## config.mk

```make
export PLATFORM = sky130hd
export DESIGN_NAME = odo_mul
export DESIGN_NICKNAME = d
export VERILOG_FILES = /design/src/sv/odo_pkg.sv /design/src/sv/odo_mul.sv
export SDC_FILE = /design/constraint.sdc
export NUM_CORES = 2
export LEC_CHECK = 0
export BUFFER_PORTS_ARGS = -buffer_cell sky130_fd_sc_hd__buf_2
export CAP_MARGIN = 20
export CORE_MARGIN = 8
export CORE_UTILIZATION = 65
export CTS_CLUSTER_DIAMETER = 50
export CTS_CLUSTER_SIZE = 30
export DETAILED_ROUTE_END_ITERATION = 10
export PLACE_DENSITY = 0.83
export SETUP_SLACK_MARGIN = 0.02
export SLEW_MARGIN = 20
export SYNTH_ARGS = -nofsm -noshare
export SYNTH_HDL_FRONTEND = slang
export SYNTH_SLANG_ARGS = --single-unit
```

## constraint.sdc

```tcl
create_clock -name clk -period 13.8 [get_ports clk]
set_input_delay 1.38 -clock clk [delete_from_list [all_inputs] [get_ports clk]]
set_output_delay 1.38 -clock clk [all_outputs]
set_load 0.01 [all_outputs]
```

## src/sv/odo_pkg.sv

```systemverilog
`timescale 1ns / 1ps
`default_nettype none
// ----------------------------------------------------------------------------
// Odometry package
// Shared types, constants and helper functions for the differential drive
// odometry block.
// ----------------------------------------------------------------------------
package odo_pkg;

	typedef struct packed {
		logic               cmd;
		logic signed [15:0] lin_vel;
		logic signed [15:0] ang_vel;
		logic        [15:0] dt_us;
	} in_t;

	typedef struct packed {
		logic signed [31:0] pos_x;
		logic signed [31:0] pos_y;
		logic signed [15:0] heading;
		logic signed [31:0] left_angle;
		logic signed [31:0] right_angle;
		logic signed [23:0] left_rate;
		logic signed [23:0] right_rate;
		logic signed [15:0] lin_vel_echo;
		logic signed [15:0] ang_vel_echo;
	} out_t;

	typedef enum logic [3:0] {
		OP_TURN,
		OP_RRATE,
		OP_LRATE,
		OP_RANG1,
		OP_RANG2,
		OP_LANG1,
		OP_LANG2,
		OP_DIST1,
		OP_DIST2,
		OP_DX,
		OP_DY,
		OP_DH1,
		OP_DH2
	} op_t;

	typedef enum logic [1:0] {
		ST_IDLE,
		ST_MUL,
		ST_WB,
		ST_DONE
	} fsm_t;

	typedef struct packed {
		op_t  op;
		logic mul_en;
		logic wb_en;
		logic in_ready;
		logic out_valid;
	} ctrl_t;

	localparam logic [7:0] REG_HALF_SEP   = 8'd0;
	localparam logic [7:0] REG_INV_RADIUS = 8'd1;

	localparam logic [15:0] HALF_SEP_RESET   = 16'd5472;
	localparam logic [15:0] INV_RADIUS_RESET = 16'd7758;

	localparam logic signed [22:0] K_US   = 23'sd1099512;
	localparam logic signed [22:0] K_HEAD = 23'sd2799883;

	localparam logic [63:0] C1 = 64'd1686629713;
	localparam logic [63:0] C3 = 64'd693598668;
	localparam logic [63:0] C5 = 64'd85569306;
	localparam logic [63:0] C7 = 64'd5026996;

	localparam logic signed [63:0] RATE_MAX = 64'sd8388607;
	localparam logic signed [63:0] RATE_MIN = -64'sd8388608;

	function automatic logic signed [63:0] round_shift(input logic signed [63:0] x,
		input int unsigned s);
		logic signed [63:0] half;
		half = 64'sd1 <<< (s - 1);
		round_shift = (x + half) >>> s;
	endfunction

	function automatic logic signed [23:0] sat24(input logic signed [63:0] x);
		if (x > RATE_MAX) begin
			sat24 = 24'sh7FFFFF;
		end else if (x < RATE_MIN) begin
			sat24 = -24'sh800000;
		end else begin
			sat24 = x[23:0];
		end
	endfunction

	function automatic logic signed [15:0] sine_entry(input int unsigned k,
		input int unsigned bits);
		logic [63:0]  z;
		logic [63:0]  z2;
		logic [63:0]  r;
		logic [63:0]  s;
		int unsigned  quad;
		quad = k >> (bits - 2);
		z = 64'(k & ((32'd1 << (bits - 2)) - 32'd1)) << (32 - bits);
		if (quad[0]) begin
			z = (64'd1 << 30) - z;
		end
		z2 = (z * z) >> 30;
		r = C7;
		r = C5 - ((z2 * r) >> 30);
		r = C3 - ((z2 * r) >> 30);
		r = C1 - ((z2 * r) >> 30);
		s = (z * r) >> 30;
		s = (s + 64'd32768) >> 16;
		if (s > 64'd16384) begin
			s = 64'd16384;
		end
		sine_entry = quad[1] ? -16'(s) : 16'(s);
	endfunction

endpackage
`default_nettype wire

```

## src/sv/odo_mul.sv

```systemverilog
`timescale 1ns / 1ps
`default_nettype none
// ----------------------------------------------------------------------------
// Shared multiplier
// Signed 41 by 23 bit multiplier with a registered 64-bit product.
// ----------------------------------------------------------------------------
module odo_mul
	import odo_pkg::*;
(
	input  wire logic               clk,
	input  wire logic               en,
	input  wire logic signed [40:0] a,
	input  wire logic signed [22:0] b,
	output logic signed      [63:0] p_q
);

	logic signed [63:0] prod;

	assign prod = 64'(a) * 64'(b);

	always_ff @(posedge clk) begin
		if (en) begin
			p_q <= prod;
		end
	end

endmodule
`default_nettype wire

```

After elaboration in Yosys (flattened, before gate mapping)
Index checks and enable logic that the tools add are counted.

storage, ports and cells
  bits in registers = 64
  input bits = 66
  output and inout bits = 64
  word-level logic and storage cells = 2

cells by class
  multiply operators = 1

operator list
  kind                                            count
  41-bit by 23-bit multiplier with 64-bit output  1

Longest topological paths before layout
  depth after elaboration = 1
  mapped depth = 27
  gate-level depth less buffers = 25

Worst setup path after synthesis
No wires, ideal clock.

  kind = input-to-reg
  start = input a[40]
  end = register p_q[62], data pin
  library setup time = 260 ps
  data arrival time = 7587 ps
  path slack = 5953 ps
  stages = 24
  cell sequence = clkbuf_1 and2_1 fa_1 inv_1 fa_1 inv_1 fa_1 inv_1 fa_1 fa_1 fa_1 inv_1 fa_1 ha_1 clkbuf_1 a21oi_1 o21bai_1 a21oi_1 o21bai_1 a21oi_1 o21ai_0 nor3_1 a21o_1 a211oi_1

between the ends
  word-level cells in the longest chain between the ends = 1

ends and longest elaborated chain
  what                                            RTL line       RTL
  start: declaration                              odo_mul.sv:12  input wire logic signed [40:0] a,
  41-bit by 23-bit multiplier with 64-bit output  odo_mul.sv:19  assign prod = 64'(a) * 64'(b);
  net prod[62]                                    odo_mul.sv:17  logic signed [63:0] prod;
  end signal: assignment                          odo_mul.sv:23  p_q <= prod;
  end: declaration                                odo_mul.sv:14  output logic signed [63:0] p_q

The timed path passes the listed nets, and every way through them passes these cells.
A chain may end at the register's enable or synchronous reset.

Worst setup path in the final report
  start = input b[8]
  end = register p_q[57], data pin

between the ends
  word-level cells in the longest chain between the ends = 1

ends and longest elaborated chain
  what                                            RTL line       RTL
  start: declaration                              odo_mul.sv:13  input wire logic signed [22:0] b,
  41-bit by 23-bit multiplier with 64-bit output  odo_mul.sv:19
  net prod[57]                                    odo_mul.sv:17

The timed path passes the listed nets, and every way through them passes these cells.

==> run metrics <==
PortBufs 129; post-CTS sizing 0; most common library cells after synthesis inv_1 (1011), fa_1 (943), nand2_1 (602), and2_1 (345), clkbuf_1 (182); Yosys top cell by area fa_1; post-CTS setup buffer count 0; Initial Utilization 0.657; core box area 0.0524 mm^2; initial antenna violation count 8; hold path endpoint p_q[56]; Clock Tree Buf Depth 2; CTS Sinks 64; TritonCTS clock tree done; Syn Inst Count 3727; setup TNS 0 ns; DP Area 0.0353 mm^2; Post-synth top flop edfxtp_1; gr ovfl total 0; layout cells sized above 1 0.0476; # rows 84; critical path startpoint category input pin; top cell type's share of synthesized area 0.548; Synth Cell Area 0.0344 mm^2; Nets 4859; crit path DAT 9.12 ns; H-tree levels 3; vias in the first global route 28100; TritonCTS Buffers 9; number of flops mapped to enable cells by yosys 64; initial DRC count 1812; Final Max Slew Viols 0; Yosys reg bits 64; Final Hold Viols 0; Crit Path Category input pin to flip-flop; MaxCap Viol Count 0; register area share after synthesis 0.0558; DIE HEIGHT 246 um; Synth async-reset ratio 0; Largest regs p_q (64); hold path start en; Least-Margin Pin Slew 1.10 ns; crit path max fanout 41; DR WL/cell 20.1 um; DP HPWL 70600 um; DIE AREA 0.0606 mm^2; placed cell count 4366; Largest Register p_q; Via Count 25000; post-synth net total 4897; Avg Vias per Cell 5.71; global-route wire length before repair 145000 um; fill count 3954; Setup-failing EPs final 0; Final Critical Period 8.87 ns; Peak Freq 113 MHz; GP Congestion 0.934; largest net degree at the start of global routing 49; Final ANT Viol Nets 0; crit end category flip-flop; Rel. slew slack 0.270; DRC 0; top-count cell post-synth inv_1; Final Cell Area 0.0356 mm^2; status finished, final reports clean; total global-route track usage 0.306; TritonRoute pass-1 iters 5; hold buffer count at cts 0; Required @ worst endpoint 14.05 ns; io pins 130; mean post-synth cell area 9.24 um^2; final period utilization 0.643; RSZ-0062 raised after global routing false; Hold Worst Slack 1.38 ns; Yosys warning total 0; Root Driver clkbuf_16; Yosys cell types 63; cell count of the worst hold path 1; DRT Wirelength 88100 um; Hold WC Path Type input pin to flip-flop; max reg flops 64; Reg clk slew, reported paths 0.07 ns; top post-synthesis cells by area fa_1 (55%), inv_1 (11%), nand2_1 (6.6%); Finished Layout Cells 4386; Die Wd 246 um; synth-to-layout area growth 3.49%
[layout make-up]
class | instances | area, um^2 | area share
clock buffers | 9 | 225 | 0.00632
multi-input cells | 2467 | 28000 | 0.786
diodes | 4 | 10.0 | 0.000281
well taps | 688 | 861 | 0.0241
clock inverters | 7 | 103 | 0.00288
repair buffers | 136 | 701 | 0.0197
flip-flops and latches | 64 | 1920 | 0.0539
inverters | 1011 | 3790 | 0.106
[critical path, cell delays in order]
cell and delay [ns]:
buf_2 0.79, nand2_1 0.19, fa_1 0.55, fa_1 0.55, inv_1 0.06, fa_1 0.50
inv_1 0.06, fa_1 0.53, inv_1 0.06, fa_1 0.47, fa_1 0.49, inv_1 0.05
fa_1 0.48, inv_1 0.06, ha_1 0.36, a21oi_1 0.18, o21ai_1 0.10, a311oi_1 0.44
nor2b_1 0.09, a311o_1 0.52, o31ai_4 0.48, a211oi_1 0.20, nor4_1 0.34, nand3b_1 0.16
[worst max-delay path by stage]
stage                          to  cells after the start  slack, ns  start
after floorplan           p_q[62]                     24       5.95  a[40]
after global placement    p_q[57]                     24       4.79   b[8]
after detailed placement  p_q[57]                     24       4.70   b[2]
after CTS                 p_q[57]                     24       5.05   b[2]
after global routing      p_q[57]                     24       4.63   b[8]
final                     p_q[57]                     24       4.93   b[8]
[kinds of logic after synthesis]
kind of cell / after synthesis / share of synthesized area
buffers and inverters: 1196 / 0.130
XOR/XNOR: 64 / 0.0163
AO/OA/AOI/OAI: 192 / 0.0385
adder cells (fa/ha/maj): 1104 / 0.607
flip-flops: 64 / 0.0558
multiplexers: 1 / 0.000327
AND/OR/NAND/NOR: 1106 / 0.152
[layout by cell type (no fill, tap or decap), drive strengths merged, types with 45 or more instances in the layout]
| cell type | count |
|---|---|
| ha | 161 |
| inv | 1013 |
| xnor2 | 47 |
| edfxtp | 64 |
| o21ai | 45 |
| buf | 136 |
| nand2 | 602 |
| and2 | 346 |
| fa | 943 |
| nor2 | 64 |
| a21oi | 60 |
[stage by stage]
stage               setup WS [ns]  utilization
floorplan                    5.95            -
global placement             4.79        0.673
detailed placement           4.70        0.673
CTS                          5.05        0.680
global route                 4.63        0.680
finish                       4.93        0.680
[layer usage]
layer  routed length (um)  global-route usage  vias to the layer above  share of wire
li1                     -                   -                    10500              -
met1                30300               0.358                    13000           0.34
met2                46100               0.530                     1225           0.52
met3                 7020              0.0610                      334          0.080
met4                 4630               0.163                        6          0.053
met5                   41                   0                        -        0.00047
Power is not shown: default switching activity piles up to over one toggle a cycle in this logic, so the estimate is an artifact.
