<file path="config.mk">
export PLATFORM = sky130hd
export DESIGN_NAME = odo_ctrl
export DESIGN_NICKNAME = d
export VERILOG_FILES = /design/src/sv/odo_pkg.sv /design/src/sv/odo_ctrl.sv
export SDC_FILE = /design/constraint.sdc
export NUM_CORES = 1
export LEC_CHECK = 0
export BUFFER_PORTS_ARGS = -buffer_cell sky130_fd_sc_hd__buf_2
export CORE_AREA = 2 2 39 41
export CTS_CLUSTER_DIAMETER = 50
export DETAILED_ROUTE_END_ITERATION = 16
export DIE_AREA = 0 0 41 43
export GPL_ROUTABILITY_DRIVEN = 0
export GPL_TIMING_DRIVEN = 0
export PLACE_DENSITY = 0.58
export SLEW_MARGIN = 25
export SYNTH_ARGS = -nofsm -noshare
export SYNTH_HDL_FRONTEND = slang
export SYNTH_SLANG_ARGS = --single-unit
</file>
<file path="constraint.sdc">
create_clock -name clk -period 2.74 [get_ports clk]
set_input_delay 0.137 -clock clk [delete_from_list [all_inputs] [get_ports clk]]
set_output_delay 0.137 -clock clk [all_outputs]
set_load 0.01 [all_outputs]
</file>
<file path="src/sv/odo_pkg.sv">
`timescale 1ns / 1ps
`default_nettype none
// ----------------------------------------------------------------------------
// Odometry package
// Shared types, constants and helper functions for the differential drive
// odometry block.
// ----------------------------------------------------------------------------
package odo_pkg;

	typedef struct packed {
		logic               cmd;
		logic signed [15:0] lin_vel;
		logic signed [15:0] ang_vel;
		logic        [15:0] dt_us;
	} in_t;

	typedef struct packed {
		logic signed [31:0] pos_x;
		logic signed [31:0] pos_y;
		logic signed [15:0] heading;
		logic signed [31:0] left_angle;
		logic signed [31:0] right_angle;
		logic signed [23:0] left_rate;
		logic signed [23:0] right_rate;
		logic signed [15:0] lin_vel_echo;
		logic signed [15:0] ang_vel_echo;
	} out_t;

	typedef enum logic [3:0] {
		OP_TURN,
		OP_RRATE,
		OP_LRATE,
		OP_RANG1,
		OP_RANG2,
		OP_LANG1,
		OP_LANG2,
		OP_DIST1,
		OP_DIST2,
		OP_DX,
		OP_DY,
		OP_DH1,
		OP_DH2
	} op_t;

	typedef enum logic [1:0] {
		ST_IDLE,
		ST_MUL,
		ST_WB,
		ST_DONE
	} fsm_t;

	typedef struct packed {
		op_t  op;
		logic mul_en;
		logic wb_en;
		logic in_ready;
		logic out_valid;
	} ctrl_t;

	localparam logic [7:0] REG_HALF_SEP   = 8'd0;
	localparam logic [7:0] REG_INV_RADIUS = 8'd1;

	localparam logic [15:0] HALF_SEP_RESET   = 16'd5472;
	localparam logic [15:0] INV_RADIUS_RESET = 16'd7758;

	localparam logic signed [22:0] K_US   = 23'sd1099512;
	localparam logic signed [22:0] K_HEAD = 23'sd2799883;

	localparam logic [63:0] C1 = 64'd1686629713;
	localparam logic [63:0] C3 = 64'd693598668;
	localparam logic [63:0] C5 = 64'd85569306;
	localparam logic [63:0] C7 = 64'd5026996;

	localparam logic signed [63:0] RATE_MAX = 64'sd8388607;
	localparam logic signed [63:0] RATE_MIN = -64'sd8388608;

	function automatic logic signed [63:0] round_shift(input logic signed [63:0] x,
		input int unsigned s);
		logic signed [63:0] half;
		half = 64'sd1 <<< (s - 1);
		round_shift = (x + half) >>> s;
	endfunction

	function automatic logic signed [23:0] sat24(input logic signed [63:0] x);
		if (x > RATE_MAX) begin
			sat24 = 24'sh7FFFFF;
		end else if (x < RATE_MIN) begin
			sat24 = -24'sh800000;
		end else begin
			sat24 = x[23:0];
		end
	endfunction

	function automatic logic signed [15:0] sine_entry(input int unsigned k,
		input int unsigned bits);
		logic [63:0]  z;
		logic [63:0]  z2;
		logic [63:0]  r;
		logic [63:0]  s;
		int unsigned  quad;
		quad = k >> (bits - 2);
		z = 64'(k & ((32'd1 << (bits - 2)) - 32'd1)) << (32 - bits);
		if (quad[0]) begin
			z = (64'd1 << 30) - z;
		end
		z2 = (z * z) >> 30;
		r = C7;
		r = C5 - ((z2 * r) >> 30);
		r = C3 - ((z2 * r) >> 30);
		r = C1 - ((z2 * r) >> 30);
		s = (z * r) >> 30;
		s = (s + 64'd32768) >> 16;
		if (s > 64'd16384) begin
			s = 64'd16384;
		end
		sine_entry = quad[1] ? -16'(s) : 16'(s);
	endfunction

endpackage
`default_nettype wire

</file>
<file path="src/sv/odo_ctrl.sv">
`timescale 1ns / 1ps
`default_nettype none
// ----------------------------------------------------------------------------
// Odometry sequencer
// Steps the shared multiplier through the operations of one tick, alternating
// a multiply state and a write-back state, then holds the result.
// ----------------------------------------------------------------------------
module odo_ctrl
	import odo_pkg::*;
(
	input  wire logic clk,
	input  wire logic arst_n,
	input  wire logic in_valid,
	input  wire logic tick_req,
	input  wire logic out_ready,
	output ctrl_t     ctrl
);

	fsm_t state_q;
	fsm_t state_d;
	op_t  op_q;
	op_t  op_d;

	always_ff @(posedge clk or negedge arst_n) begin
		if (!arst_n) begin
			state_q <= ST_IDLE;
			op_q    <= OP_TURN;
		end else begin
			state_q <= state_d;
			op_q    <= op_d;
		end
	end

	always_comb begin
		state_d        = state_q;
		op_d           = op_q;
		ctrl.op        = op_q;
		ctrl.mul_en    = 1'b0;
		ctrl.wb_en     = 1'b0;
		ctrl.in_ready  = 1'b0;
		ctrl.out_valid = 1'b0;
		case (state_q)
			ST_IDLE: begin
				ctrl.in_ready = 1'b1;
				if (in_valid && tick_req) begin
					state_d = ST_MUL;
					op_d    = OP_TURN;
				end
			end
			ST_MUL: begin
				ctrl.mul_en = 1'b1;
				state_d     = ST_WB;
			end
			ST_WB: begin
				ctrl.wb_en = 1'b1;
				if (op_q == OP_DH2) begin
					state_d = ST_DONE;
				end else begin
					op_d    = op_t'(op_q + 4'd1);
					state_d = ST_MUL;
				end
			end
			ST_DONE: begin
				ctrl.out_valid = 1'b1;
				if (out_ready) begin
					state_d = ST_IDLE;
				end
			end
			default: begin
				state_d = ST_IDLE;
			end
		endcase
	end

endmodule
`default_nettype wire

</file>
== Word level (Yosys, flattened, before mapping) ==
Cells that the tools add are included.
Word-level totals
  output and inout port bits: 8
  register bits after elaboration: 6
  input bits: 5
Cells by class
  eq/ne operators: 7
  muxes and demuxes: 11
  $add $sub $neg: 1
  reduce and logical (&&, ||, !) cells: 5
Operators by type and width (number)
  4-bit 2-to-1 mux: 2
  2-bit case mux with 4 select lines: 1
  4-bit case mux with 2 select lines: 1
  2-bit 2-to-1 mux: 3
  2-bit != test, second input constant: 3
  4-bit by 1-bit adder with 4-bit output, second input constant: 1
  2-bit == test, second input constant: 2
  4-bit == test, second input constant: 1
  1-bit 2-to-1 mux: 4
  3-bit AND reduction: 1
  2-bit by 1-bit == test with 1-bit output, second input constant: 1
  2-bit zero test: 1
  2-bit AND reduction: 1
  2-bit nonzero test: 1
  1-bit logical AND: 1

== Logic depth before layout (Yosys ltp) ==
Gate-level depths: netlist (run 1).
  word-level depth: 3
  gate-level depth with buffers: 5
  gate-level depth less buffers: 5

== Worst setup path before layout (run 1) ==
OpenSTA, ideal clock, no wires.
  path type: reg-to-reg
  start point: register op_q[0]
  end point: register op_q[0]
  data arrival time: 1191 ps
  setup slack: 1420 ps
  cell stages (with the launch flop): 6
  library setup time: 129 ps
  cells stage by stage: dfrtp_1 -> inv_1 -> ha_1 -> and3_4 -> a211oi_1 -> o21ai_0
Between the ends
  word-level cells in the longest chain between the ends: 3
RTL lines
  start: declaration: RTL line odo_ctrl.sv:21  | op_t op_q;
  start signal: assignment: RTL line odo_ctrl.sv:30  | op_q <= op_d;
  4-bit by 1-bit adder with 4-bit output or 4-bit == test (tied branches): RTL line odo_ctrl.sv:59, odo_ctrl.sv:56
  4-bit 2-to-1 mux or 2-bit != test (tied branches)
  4-bit case mux with 2 select lines or 3-bit AND reduction (tied branches)
Parallel ways exist; a longest one is shown, timed or not. The select of a mux whose other input is x is not followed.
A chain may end at the register's enable or synchronous reset.

== Final worst setup path (run 1) ==
Ends and elaborated chain as after synthesis.

==> impl_metrics.py, run 1 <==
metrics = {
    "route": {
        "drc": 0,
        "wire_per_inst_um": 11.6,
        "vias": 336,
        "viasPerCell": 4.80,
        "ant_nets": 0,
        "wl_um": 810,
        "initialDrtViolationCount": 4,
        "drt-pass1-iter-count": 2,
    },
    "worst_setup_path": {
        "rr_endpoint": "op_q[0]$_DFFE_PN0P_",
        "critPathArrivalTime_ns": 1.54,
        "cpPeakStageDelay_ns": 0.39,
        "critPathSlowestCell": "dfrtp_1",
        "startpoint_type": "flop",
        "crit_type": "flop to flop",
        "regToRegSetupSlack_ns": 1.31,
        "path_cells": "inv_1, ha_1, and3_4, a211oi_1, o21ai_0",
        "endpoint_kind": "flop",
        "cp_data_required_time_ns": 2.85,
        "worstRegToRegCells": 5,
        "crit_path_max_fanout": 4,
        "r2r-start": "op_q[0]$_DFFE_PN0P_",
    },
    "finish": {
        "multi_input_area_um2": 194,
        "final_common_cell": "buf_2",
        "fin_nets": 63,
        "final_cell_mix": "13 x buf_2, 6 x dfrtp_1, 4 x nand3_1",
        "final_cells": 70,
        "antenna_cells": 0,
        "fillCellCount": 159,
        "drive_above_1_share": 0.463,
        "fin_util": 0.350,
        "syn_to_final_growth_pct": 30.3,
        "register_area_um2": 150,
    },
    "global_routing": {
        "grt_antenna_before_repair": 0,
        "grt_pass1_wl_um": 1310,
        "grt.overflow.total": 0,
        "grt_pass1_vias": 342,
        "grt_max_degree": 10,
        "grt_usage": 0.115,
    },
    "synthesis": {
        "ys_types": 20,
        "syn_area_um2": 372,
        "syn-mean-instance-area_um2": 9.78,
        "ys.flop_type": "dfrtp_1",
        "syn_nets": 45,
        "async_reset_ff_frac": 1.00,
        "synthCells": 38,
        "yosysSeqAreaShare": 0.404,
        "yosys_warnings": 0,
        "synth-seq-cells": 6,
        "synth-edff-count": 0,
    },
    "min_path": {
        "hp-start": "out_ready",
        "min_to": "state_q[0]$_DFFE_PN0P_",
        "hold_depth": 2,
        "hold_class": "input pin to flop",
    },
    "sta": {
        "setup_viol_count_final": 0,
        "fin_skew_ns": 0.00504,
        "grt_setup_unrepaired": "no",
        "fin_ws_ns": 1.31,
        "hold_viol": 0,
        "tightest_slew_ns": 0.315,
        "slew_viol_final": 0,
        "period_share": 0.521,
        "slew_headroom": 0.790,
        "finalCriticalPeriod_ns": 1.43,
        "timing.setup.tns_ns": 0,
        "fmax_mhz": 701,
    },
    "floorplan": {
        "rows": 14,
        "fp.dieW_um": 41,
        "start_util": 0.269,
        "die_area_mm2": 0.00176,
        "die_y_um": 43,
        "coreArea_mm2": 0.00138,
        "ios": 13,
    },
    "pwr": {
        "max-vdd-ir-drop_mv": 0.301,
        "p_leak_nw": 0.246,
        "p_per_area_mw_per_mm2": 1050,
    },
    "placement": {
        "dp_hpwl_um": 637,
        "dp_slack_ns": 1.33,
        "dp_cells": 66,
        "numPortBuffers": 12,
    },
    "cts": {
        "path_clk_slew_ns": 0.05,
        "max-clock-path-buffers": 2,
        "cts_buffers": 3,
        "clk-insertion-delay-late_ns": 0.24,
        "cts_root_buffer": "clkbuf_4",
        "ctsHtreeMaxLevel": 1,
        "cts.sinks": 6,
        "cts_setup_buffers": 0,
        "cts_tree": "done",
    },
    "run_status": {
        "status": "complete, no violations",
    },
    "flow_run": {
        "cap_violations": 0,
    },
}
[report_power, final]
part	internal [mW]	switching (mW)	total, mW
Combinational	0.121	0.146	0.267
Sequential	0.122	0.0386	0.161
Clock	0.0495	0.0308	0.0803
[synth_stat cells (all sizes together) (2+ instances only)]
master	n	area [um2]
inv	3	11.3
buf	2	16.3
o21ai	4	27.5
nand2	3	11.3
a21oi	3	15.0
nor2	2	7.51
ha	2	25.0
dfrtp	6	150
nand3	4	20.0
[critical path, delay by kind of cell, from the launching register on]
family | cells | cell delay, ns
AOI/OAI and AO/OA | 2 | 0.42
DFF | 1 | 0.39
adders and majority gates | 1 | 0.23
and+or+nand+nor | 1 | 0.17
buffers and inverters | 1 | 0.09
[sequential cells by signal (all words and copies together) (netlist names)]
register,count
op_q,4
state_q,2
[stage by stage]
step	hold slack, ns	area [um2]	power (mW)
2_1_floorplan	-0.159	372	0.344
3_3_place_gp	-0.0301	452	0.424
3_5_place_dp	-0.0288	452	0.431
4_1_cts	0.107	484	0.516
5_1_grt	0.120	484	0.557
6_report	0.113	484	0.508
[worst max-delay path by stage]
stage          slack, ns  cells after the start                   to                 from
2_1_floorplan       1.42                      5  op_q[0]$_DFFE_PN0P_  op_q[0]$_DFFE_PN0P_
5_1_grt             1.22                      5  op_q[1]$_DFFE_PN0P_  op_q[0]$_DFFE_PN0P_
3_3_place_gp        1.35                      5  op_q[1]$_DFFE_PN0P_  op_q[0]$_DFFE_PN0P_
6_report            1.31                      5  op_q[0]$_DFFE_PN0P_  op_q[0]$_DFFE_PN0P_
3_5_place_dp        1.33                      5  op_q[0]$_DFFE_PN0P_  op_q[0]$_DFFE_PN0P_
4_1_cts             1.31                      5  op_q[0]$_DFFE_PN0P_  op_q[0]$_DFFE_PN0P_
[layer usage]
metal | up-vias | global-route usage | routed length (um)
li1 | 164 | - | -
met1 | 159 | 0.117 | 343
met2 | 11 | 0.178 | 405
met3 | 2 | 0.0471 | 46
met4 | 0 | 0.0800 | 15
met5 | - | 0 | 0
[cell families (layout without fill, tap and decap cells)]
family,after synthesis,after routing,share of synthesized area
flip-flops,6,6,0.404
AO/OA/AOI/OAI,12,12,0.246
adder cells (fa/ha/maj),2,2,0.0673
buffers and inverters,5,21,0.0741
AND/OR/NAND/NOR,13,13,0.209
[timing repair]
action,in CTS,in global routing
hold endpoints to repair,6,0
gates resized for setup,0,0
hold buffers,1,0
[cell type report]
class                   count  share of cell area
clock buffers               3              0.0465
well taps                  16              0.0413
flip-flops and latches      6               0.310
inverters                   3              0.0233
repair buffers             13               0.145
multi-input cells          27               0.401
plain buffers               2              0.0336
Power figures use the tool's default switching activity.
==> inputs of run 2 (changes only) <==
- PLACE_DENSITY: 0.58 -> 0.59
- clock period: 2.74 -> 1.1 ns (I/O delays scaled with it)
==> run 2 against run 1 <==
Effect of this change: the run now ends with negative setup slack left; first-iteration DRC count is 50% lower; sequential cell count unchanged; die area unchanged; cell area grew 29%; maximum frequency up 16%; setup slack got worse by 1.4 ns; routed wire length up 24%; utilization is 10 points higher; sequential share of layout area decreased by 6.4 points; non-clock buffer count increased by 10; global-route usage rose by 2.8 points; critical path type unchanged; highest routed layer unchanged.
==> impl_metrics.py, run 2 (synthesis gave the netlist of run 1 again) <==
metrics = {
    "run_status": {
        "status": "complete, but fails checks",
        "violations": "negative setup slack",
    },
    "finish": {
        "register_area_um2": 154,
        "multi_input_area_um2": 241,
        "syn_to_final_growth_pct": 68.4,
        "final_cells": 80,
        "fin_nets": 73,
        "top_regs": "op_q: 4 flops, state_q: 2 flops",
        "largest_register": "op_q",
        "antenna_cells": 0,
        "final_cell_mix": "11 x buf_4, 10 x buf_2, 4 x nand3_1",
        "final_common_cell": "buf_4",
        "largest_reg_flops": 4,
        "fillCellCount": 138,
        "drive_above_1_share": 0.688,
    },
    "placement": {
        "dp_cells": 66,
        "numPortBuffers": 12,
        "dp_hpwl_um": 565,
    },
    "worst_setup_path": {
        "rr_endpoint": "state_q[1]$_DFFE_PN0P_",
        "r2r-start": "op_q[0]$_DFFE_PN0P_",
        "cp_data_required_time_ns": 1.24,
        "path_cells": "inv_2, ha_4, and3_4, buf_4, a22o_4",
        "cpPeakStageDelay_ns": 0.37,
        "critPathArrivalTime_ns": 1.36,
        "critPathSlowestCell": "dfrtp_1",
        "worstPathBufferInverterCount": 2,
        "crit_path_max_fanout": 3,
        "worstRegToRegCells": 5,
        "startpoint_type": "flop",
        "crit_family": "flip-flops",
        "regToRegSetupSlack_ns": -0.13,
        "endpoint_kind": "flop",
        "crit_type": "flop to flop",
    },
    "route": {
        "initialDrtViolationCount": 2,
        "vias": 392,
        "wire_per_inst_um": 12.6,
        "ant_nets": 0,
        "drt-pass1-iter-count": 4,
        "drc": 0,
        "viasPerCell": 4.90,
        "wl_um": 1010,
    },
    "sta": {
        "period_share": 1.11,
        "finalCriticalPeriod_ns": 1.23,
        "setup_viol_count_final": 6,
        "slew_viol_final": 0,
        "tightest_slew_ns": 0.236,
        "grt_setup_unrepaired": "yes",
        "fin_skew_ns": 0.00409,
        "fin_ws_ns": -0.125,
        "slew_headroom": 0.842,
        "fmax_mhz": 816,
        "hold_slack_ns": 0.0304,
        "hold_viol": 0,
    },
    "cts": {
        "cts_tree": "done",
        "cts_root_buffer": "clkbuf_4",
        "path_clk_slew_ns": 0.05,
        "cts_buffers": 3,
        "ctsHtreeMaxLevel": 1,
        "clk-insertion-delay-late_ns": 0.25,
        "max-clock-path-buffers": 2,
        "cts.sinks": 6,
    },
    "flow_run": {
        "cap_violations": 0,
    },
    "pwr": {
        "p_leak_nw": 0.305,
        "p_per_area_mw_per_mm2": 2750,
        "max-vdd-ir-drop_mv": 1.05,
    },
    "global_routing": {
        "grt_antenna_before_repair": 0,
        "grt.overflow.total": 0,
        "grt_max_degree": 8,
        "grt_usage": 0.143,
        "grt_pass1_vias": 361,
        "grt_pass1_wl_um": 1590,
    },
    "min_path": {
        "hp-start": "out_ready",
        "min_to": "state_q[0]$_DFFE_PN0P_",
        "hold_depth": 2,
        "hold_class": "input pin to flop",
    },
    "floorplan": {
        "die_y_um": 43,
        "ios": 13,
        "die_area_mm2": 0.00176,
        "fp.dieW_um": 41,
        "rows": 14,
        "start_util": 0.269,
        "coreArea_mm2": 0.00138,
    },
}
run 2: through the flow:
stage / setup WS [ns] / area (um2) / setup TNS [ns] / power, mW / util
global placement: -0.139 / 469 / -0.400 / 1.12 / 0.339
floorplan: -0.0906 / 389 / -0.315 / 0.918 / -
CTS: -0.0856 / 593 / -0.254 / 1.64 / 0.429
detailed placement: -0.146 / 469 / -0.432 / 1.13 / 0.339
global route: -0.167 / 626 / -0.741 / 1.87 / 0.452
finish: -0.125 / 626 / -0.450 / 1.72 / 0.452
run 2: layer usage:
layer  track usage  vias to the layer above  part of all wire
li1              -                      187                 -
met1         0.171                      183              0.44
met2         0.184                       18              0.45
met3        0.0681                        4             0.086
met4         0.113                        0             0.024
met5             0                        -                 0
run 2: worst max path at each step:
stage                                   start                      to  slack, ns  depth (start not counted)
after floorplan           op_q[0]$_DFFE_PN0P_     op_q[0]$_DFFE_PN0P_      -0.09                          5
after global placement    op_q[0]$_DFFE_PN0P_     op_q[0]$_DFFE_PN0P_      -0.14                          5
after detailed placement  op_q[0]$_DFFE_PN0P_     op_q[1]$_DFFE_PN0P_      -0.15                          5
after CTS                 op_q[0]$_DFFE_PN0P_     op_q[1]$_DFFE_PN0P_      -0.09                          5
after global routing      op_q[0]$_DFFE_PN0P_     op_q[1]$_DFFE_PN0P_      -0.17                          5
final                     op_q[0]$_DFFE_PN0P_  state_q[1]$_DFFE_PN0P_      -0.13                          5
run 2: what timing repair did:
item,in CTS,in global routing
hold buffers,1,0
pin swaps,1,0
resized for setup,7,5
buffers inserted,8,3
endpoints found under the setup margin,7,8
endpoints found under the hold margin,6,0
run 2: area by class of cell:
type	instances	share of cell area
buffer	1	0.0180
multi-input combinational	27	0.386
tap	16	0.0320
clock buffer	3	0.0360
inverter	3	0.0180
timing repair buffer	24	0.264
sequential	6	0.246
run 2: power breakdown:
part	total, mW	internal, mW	leakage [nW]	switching [mW]
Clock	0.204	0.123	0.0138	0.0810
Combinational	1.07	0.590	0.217	0.482
Sequential	0.442	0.315	0.0743	0.128
Total	1.72	1.03	0.305	0.691
